**config.mk**
```make
export PLATFORM = sky130hd
export DESIGN_NAME = radix_k_digit_sum_top
export DESIGN_NICKNAME = d
export VERILOG_FILES = /design/src/rtl/rkds_pkg.sv /design/src/rtl/rkds_div.sv /design/src/rtl/radix_k_digit_sum_top.sv
export VERILOG_INCLUDE_DIRS = /design/src /design/src/rtl
export SDC_FILE = /design/constraint.sdc
export NUM_CORES = 1
export LEC_CHECK = 0
export ABC_AREA = 1
export ABC_CLOCK_PERIOD_IN_PS = 8400
export BUFFER_PORTS_ARGS = -buffer_cell sky130_fd_sc_hd__buf_4
export CAP_MARGIN = 40
export CORE_MARGIN = 2
export CORE_UTILIZATION = 56
export CTS_BUF_LIST = sky130_fd_sc_hd__clkbuf_8 sky130_fd_sc_hd__clkbuf_16
export DETAILED_ROUTE_END_ITERATION = 12
export HOLD_SLACK_MARGIN = 0.02
export PLACE_DENSITY = 0.73
export SLEW_MARGIN = 20
export SYNTH_ARGS = -nofsm -noshare
export SYNTH_HDL_FRONTEND = slang
export SYNTH_SLANG_ARGS = --single-unit
```
**constraint.sdc**
```tcl
create_clock -name clock -period 8.4 [get_ports clock]
set_input_delay 1.68 -clock clock [delete_from_list [all_inputs] [get_ports clock]]
set_output_delay 1.68 -clock clock [all_outputs]
set_load 0.01 [all_outputs]
```
**src/rtl/radix_k_digit_sum_top_assert.svh**
```systemverilog
// ----------------------------------------------------------------------------
// radix_k_digit_sum_top_assert.svh
// assertion macros for the base-k digit sum block
// ----------------------------------------------------------------------------
`ifndef RADIX_K_DIGIT_SUM_TOP_ASSERT_SVH
`define RADIX_K_DIGIT_SUM_TOP_ASSERT_SVH

// same-cycle implication, checked while out of reset
`define RKDS_ASSERT_IMP(label, clk, rst, ante, cons, msg) \
   label: assert property (@(posedge clk) disable iff (rst) (ante) |-> (cons)) \
      else $error(msg);

// next-cycle implication, checked while out of reset
`define RKDS_ASSERT_NXT(label, clk, rst, ante, cons, msg) \
   label: assert property (@(posedge clk) disable iff (rst) (ante) |=> (cons)) \
      else $error(msg);

`endif

```
**src/rtl/rkds_pkg.sv**
```systemverilog
// ----------------------------------------------------------------------------
// rkds_pkg
// shared constants and types of the base-k digit sum block
// ----------------------------------------------------------------------------
`default_nettype none

package rkds_pkg;

   // default width of value, radix and result
   localparam int VALUE_WIDTH_DEF = 32;

   // sequencer states
   typedef enum logic [1:0] {
      ST_IDLE,
      ST_LAUNCH,
      ST_WAIT,
      ST_DONE
   } seq_state_type;

endpackage : rkds_pkg

`default_nettype wire

```
**src/rtl/rkds_div.sv**
```systemverilog
// ----------------------------------------------------------------------------
// rkds_div
// bit-serial restoring divider, one quotient bit per cycle
// ----------------------------------------------------------------------------
`default_nettype none

module rkds_div
   import rkds_pkg::*;
#(
   parameter int VALUE_WIDTH = VALUE_WIDTH_DEF
) (
   input  wire logic                   clock,
   input  wire logic                   reset,
   input  wire logic                   div_start,
   input  wire logic [VALUE_WIDTH-1:0] dividend,
   input  wire logic [VALUE_WIDTH-1:0] divisor,
   output logic                        div_done,
   output logic [VALUE_WIDTH-1:0]      quotient,
   output logic [VALUE_WIDTH-1:0]      remainder
);

   localparam int CntW = $clog2(VALUE_WIDTH);

   logic                   run_ff, run_in;
   logic                   done_ff, done_in;
   logic [CntW-1:0]        cnt_ff, cnt_in;
   logic [VALUE_WIDTH-1:0] quot_ff, quot_in;
   logic [VALUE_WIDTH-1:0] rem_ff, rem_in;
   logic [VALUE_WIDTH-1:0] dvs_ff, dvs_in;
   logic [VALUE_WIDTH:0]   shifted;
   logic [VALUE_WIDTH:0]   diff;
   logic                   ge;

   // one restoring step: shift in next dividend bit, trial subtract
   always_comb begin
      shifted = {rem_ff, quot_ff[VALUE_WIDTH-1]};
      ge      = shifted >= {1'b0, dvs_ff};
      diff    = shifted - {1'b0, dvs_ff};
   end

   // step control and datapath
   always_comb begin
      run_in  = run_ff;
      done_in = 1'b0;
      cnt_in  = cnt_ff;
      quot_in = quot_ff;
      rem_in  = rem_ff;
      dvs_in  = dvs_ff;
      if (div_start) begin
         run_in  = 1'b1;
         cnt_in  = CntW'(VALUE_WIDTH - 1);
         quot_in = dividend;
         rem_in  = '0;
         dvs_in  = divisor;
      end else if (run_ff) begin
         quot_in = {quot_ff[VALUE_WIDTH-2:0], ge};
         rem_in  = ge ? diff[VALUE_WIDTH-1:0] : shifted[VALUE_WIDTH-1:0];
         cnt_in  = cnt_ff - 1'b1;
         if (cnt_ff == '0) begin
            run_in  = 1'b0;
            done_in = 1'b1;
         end
      end
   end

   // control registers
   always_ff @(posedge clock) begin
      if (reset) begin
         run_ff  <= 1'b0;
         done_ff <= 1'b0;
      end else begin
         run_ff  <= run_in;
         done_ff <= done_in;
      end
   end

   // payload registers
   always_ff @(posedge clock) begin
      cnt_ff  <= cnt_in;
      quot_ff <= quot_in;
      rem_ff  <= rem_in;
      dvs_ff  <= dvs_in;
   end

   assign div_done  = done_ff;
   assign quotient  = quot_ff;
   assign remainder = rem_ff;

endmodule : rkds_div

`default_nettype wire

```
**src/rtl/radix_k_digit_sum_top.sv**
```systemverilog
// ----------------------------------------------------------------------------
// radix_k_digit_sum_top
// base-k digit sum of an unsigned value using one shared serial divider
// ----------------------------------------------------------------------------
// usage:
//   request channel: a transaction is taken when start is high and busy is
//   low; req_value_in is n and req_radix is k.
//   response channel: rsp_valid is high for exactly one cycle with the
//   digit sum on rsp_digit_sum; the receiver cannot stall it.
//   a radix of 0 or 1, or a radix above the value, returns the value itself
//   with rsp_valid high in the cycle right after the accepting edge.
//   otherwise each base-k digit costs one pass through the shared divider:
//   a launch, VALUE_WIDTH restoring steps and an update. busy stays high
//   until the response cycle has ended and falls when the sequencer
//   returns to idle, so one transaction is in flight at a time.
//   reset returns the sequencer to idle and drops any transaction in flight.
// ----------------------------------------------------------------------------
`default_nettype none

`include "radix_k_digit_sum_top_assert.svh"

module radix_k_digit_sum_top
   import rkds_pkg::*;
#(
   parameter int VALUE_WIDTH = VALUE_WIDTH_DEF
) (
   input  wire logic                   clock,
   input  wire logic                   reset,
   input  wire logic                   start,
   output logic                        busy,
   input  wire logic [VALUE_WIDTH-1:0] req_value_in,
   input  wire logic [VALUE_WIDTH-1:0] req_radix,
   output logic                        rsp_valid,
   output logic [VALUE_WIDTH-1:0]      rsp_digit_sum
);

   seq_state_type          state_ff, state_in;
   logic [VALUE_WIDTH-1:0] n_ff, n_in;
   logic [VALUE_WIDTH-1:0] k_ff, k_in;
   logic [VALUE_WIDTH-1:0] sum_ff, sum_in;
   logic                   div_start;
   logic                   div_done;
   logic [VALUE_WIDTH-1:0] div_quot;
   logic [VALUE_WIDTH-1:0] div_rem;
   logic                   trivial;

   // shared divider
   rkds_div #(
      .VALUE_WIDTH (VALUE_WIDTH)
   ) u_div (
      .clock     (clock),
      .reset     (reset),
      .div_start (div_start),
      .dividend  (n_ff),
      .divisor   (k_ff),
      .div_done  (div_done),
      .quotient  (div_quot),
      .remainder (div_rem)
   );

   // radix of 0 or 1, or above the value, gives the value itself
   assign trivial = (req_radix <= VALUE_WIDTH'(1)) || (req_radix > req_value_in);

   // sequencer: next state and datapath updates
   always_comb begin
      state_in  = state_ff;
      n_in      = n_ff;
      k_in      = k_ff;
      sum_in    = sum_ff;
      div_start = 1'b0;
      unique case (state_ff)
         ST_IDLE: begin
            if (start) begin
               n_in = req_value_in;
               k_in = req_radix;
               if (trivial) begin
                  sum_in   = req_value_in;
                  state_in = ST_DONE;
               end else begin
                  sum_in   = '0;
                  state_in = ST_LAUNCH;
               end
            end
         end
         ST_LAUNCH: begin
            div_start = 1'b1;
            state_in  = ST_WAIT;
         end
         ST_WAIT: begin
            if (div_done) begin
               sum_in   = sum_ff + div_rem;
               n_in     = div_quot;
               state_in = (div_quot == '0) ? ST_DONE : ST_LAUNCH;
            end
         end
         ST_DONE: begin
            state_in = ST_IDLE;
         end
         default: begin
            state_in = ST_IDLE;
         end
      endcase
   end

   // state register
   always_ff @(posedge clock) begin
      if (reset) begin
         state_ff <= ST_IDLE;
      end else begin
         state_ff <= state_in;
      end
   end

   // working registers
   always_ff @(posedge clock) begin
      n_ff   <= n_in;
      k_ff   <= k_in;
      sum_ff <= sum_in;
   end

   // handshake and response
   assign busy          = (state_ff != ST_IDLE);
   assign rsp_valid     = (state_ff == ST_DONE);
   assign rsp_digit_sum = sum_ff;

   // checks
   `RKDS_ASSERT_NXT(a_rsp_one_cycle, clock, reset, rsp_valid, !rsp_valid, "rsp held twice")
   `RKDS_ASSERT_NXT(a_accept_busy, clock, reset, start && !busy, busy, "busy not raised")
   `RKDS_ASSERT_IMP(a_done_in_wait, clock, reset, div_done, state_ff == ST_WAIT, "stray done")
   `RKDS_ASSERT_IMP(a_div_launch, clock, reset, div_start, state_ff == ST_LAUNCH, "stray launch")

endmodule : radix_k_digit_sum_top

`default_nettype wire

```
==> run metrics <==
total of max-cap violations 0; first-pass GRT wire length between 50000 and 60000 microns; row cnt between 50 and 60; crit share post-route 0.467; Register Area 5630 sq um; routed len/inst approximately 19 microns; post-synthesis mux area share 0; multi-input logic area between 6000 and 7000 sq um; Initial Util 0.568; Clk pwr share 0.219; adder-cell share of the synthesized area 0.0972; share of the yosys chip area belonging to registers 0.440; Peak VDD IR between 0.3 and 0.4 mV; Final setup viols 0; synth warn 0; Mapped Nets ~1700; Synth Area in Compound Gates 0.132; CP Data Required Time between 8000 and 9000 ps; top post-synthesis cells by count 376 x nand2_1, 209 x inv_1, 160 x edfxtp_1, 150 x o21ai_0, 119 x a21oi_1; Post-CTS Hold Buffers 0; Max Clock Skew a little under 10 ps; outcome complete, no violations; DRT Pass-1 Iters 6; post-synth top area share 0.376; register clock-pin slew on the reported worst setup and hold paths 60 ps; Sw Ratio 0.413; initial antenna violation count 0; leakage power roughly 6.6 nW; GRT Resource Usage Total 0.317; Fin. Hold Viols 0; filler cell count 1961; Horiz. Die Dim 155 microns; synthesized netlist cell count roughly 1600; CP Max Fanout 20; RR Endpoint rsp_digit_sum[22]; postcts setup bufs 0; layout cells sized above 1 0.110; Detail Placement HPWL just under 30000 microns; Max transition margin 0.494; Post-DRT Antenna Nets 0; clk sink count 201; Clock Tree Buf Depth 3; reg2reg path depth 13; Synth Flop Type edfxtp_1; largest net degree at the start of global routing 73; # diodes 0; fmax around 250 MHz; GPL Wtd Cong 0.963; part of the power in combinational logic 0.420; Synth Area in Simple Gates 0.238; cell taking the most area after synthesis edfxtp_1; power per standard cell area around 340 nW/um^2; post-synthesis async set-or-reset flop share 0; syn avg cell area roughly 8 sq um; CTS buffer count 23; grt ovf 0; Vias/cell 5.76; vias in the first global route around 11000; critical path's largest stage delay between 600 and 700 ps; Netlist cell types 44; crit-path cells buf_4 -> inv_1 -> ha_1 -> nand2_1 -> nor2_1 -> nand4_1 -> nor2_1 -> nand2_1 -> nand2_1 -> nand2_1 -> inv_1 -> o21ai_0; CP Launch Type primary input; reg2reg start u_div.remainder[0]; die area 24000 sq um; Critical Path AT approximately 4200 ps; Reg2Reg Setup Slack ~5700 ps; switching power approximately 0.0020 W; core area around 23000 sq um; count of nets after finishing 1843; RSZ-0062 raised after global routing false; TritonCTS clock tree built; total number of vias 11390; root buffer selected by CTS clkbuf_16; combinational family with the most area after synthesis simple AND/OR/NAND/NOR gates; crit end category flip-flop; setup_tns 0 ps; Final Util 0.651; Internal Pwr Total 0.00292 W; Slew @ Worst Pin between 700 and 800 ps; most used cell along the critical path nand2_1; most frequent cell after synthesis nand2_1; Setup crit start req_value_in[23]; htree depth 1; Slowest-stage cell, CP inv_1; Reg power frac 0.362; Slew Limit Fails 0; routed wire length between 30000 and 40000 microns; die extent in y around 160 microns; IO Count a little over 100; DRC violations left 0; Initial DRC Count 927; CP endpoint rsp_digit_sum[7]; post-layout min period ~3900 ps; Skew-Pair Late Insertion Delay 520 ps; post-cts repair resize count 0; Hold/Removal Path Class flip-flop to flip-flop; Seq cells post-synth roughly 200; Area contributors post-synth edfxtp_1 38%, nand2_1 11%, ha_1 9.4%; IO buf count 100; number of flops mapped to enable cells by yosys 160; Mapped Area around 13000 sq um; Layout area overhead 14.6%; XOR/XNOR Fraction of Synth Area 0.0144; worst setup path class primary input to flip-flop
==> cell type report <==
type / count / area share
Clock buffer: 27 / 0.0431
Clock inverter: 14 / 0.0127
Inverter: 217 / 0.0556
Multi-Input combinational cell: 1126 / 0.421
Sequential cell: 201 / 0.384
Tap cell: 285 / 0.0244
Timing Repair Buffer: 109 / 0.0585
==> per-stage QoR <==
| stage | area [sq um] | power (W) | cells | setup slack [ps] | hold slack (ps) |
|---|---|---|---|---|---|
| final | 14600 | 0.00496 | 1979 | 4480 | 417 |
| after global routing | 14600 | 0.00527 | 1979 | 4380 | 423 |
| after CTS | 14600 | 0.00494 | 1979 | 4540 | 417 |
| after detailed placement | 13800 | 0.00385 | 1938 | 4030 | 405 |
| after global placement | 13800 | 0.00379 | 1935 | 4110 | 400 |
| after floorplan | 12800 | 0.00313 | 1579 | 3420 | 400 |
==> power groups by stage <==
stage	clock, W	combinational, W	sequential [W]
global route	0.00113	0.00230	0.00184
detailed placement	0	0.00204	0.00181
CTS	0.00109	0.00206	0.00179
global placement	0	0.00199	0.00180
floorplan	0	0.00135	0.00178
finish	0.00109	0.00208	0.00180
==> cells in the final DEF (no fill, tap or decap), types with 3 or more instances in the layout <==
cell type and n:
nand2_1 376, nor3_1 15, ha_1 96, o22ai_1 3, nand3_1 117, nor2_1 101, a21o_1 3, xnor2_1 15
dfxtp_1 41, nand3_2 7, a21oi_1 119, inv_1 210, nand2_4 5, o21a_1 14, nand2_2 6, o21ai_1 20
clkbuf_16 23, buf_4 106, nand4_1 25, clkinv_1 4, bufinv_16 4, buf_12 3, xor2_1 6, clkinvlp_4 3
o21bai_1 4, nor4_1 10, o21ai_0 150, nand3b_1 8, edfxtp_1 160, inv_2 5, clkbuf_8 4, o211ai_1 3
nor2_2 4, nor2_4 5
==> critical path: cells and delay by family <==
kind            cells  cell delay (ps)
compound gates      1              200
fa+ha+maj           1              290
buf+inv             3              740
simple gates        7             1230
==> registers in the layout, indices dropped and copies added, names as in the netlist <==
signal,count
u_div.run_ff,1
rsp_digit_sum,32
u_div.remainder,32
u_div.quotient,32
k_ff,32
u_div.dvs_ff,32
state_ff,2
u_div.div_done,1
n_ff,32
u_div.cnt_ff,5
==> per-layer routing <==
| metal | global-route usage | up-vias | wire length [microns] | part of all wire |
|---|---|---|---|---|
| met2 | 0.523 | 424 | 17600 | 0.46 |
| met1 | 0.453 | 5331 | 16800 | 0.44 |
| met4 | 0.0816 | 0 | 1010 | 0.027 |
| li1 | - | 5569 | - | - |
| met5 | 0 | - | 0 | 0 |
| met3 | 0.0290 | 66 | 2630 | 0.069 |
==> worst min-delay path by stage <==
stage | from | end | cells after the start
3_5_place_dp | k_ff[14] | u_div.dvs_ff[14] | 0
5_1_grt | k_ff[24] | u_div.dvs_ff[24] | 0
2_1_floorplan | k_ff[0] | u_div.dvs_ff[0] | 0
3_3_place_gp | k_ff[18] | u_div.dvs_ff[18] | 0
4_1_cts | k_ff[0] | u_div.dvs_ff[0] | 0
6_report | k_ff[8] | u_div.dvs_ff[8] | 0
==> kinds of logic (layout without fill, tap and decap cells) <==
kind of cell / Yosys count / count (layout)
AOI/OAI and AO/OA: 321 / 321
xor gates and xnor gates: 21 / 21
adders and majority gates: 98 / 98
buffers and inverters: 252 / 367
DFF: 201 / 201
and+or+nand+nor: 686 / 686
No activity file was read; power rests on OpenSTA's default activity.
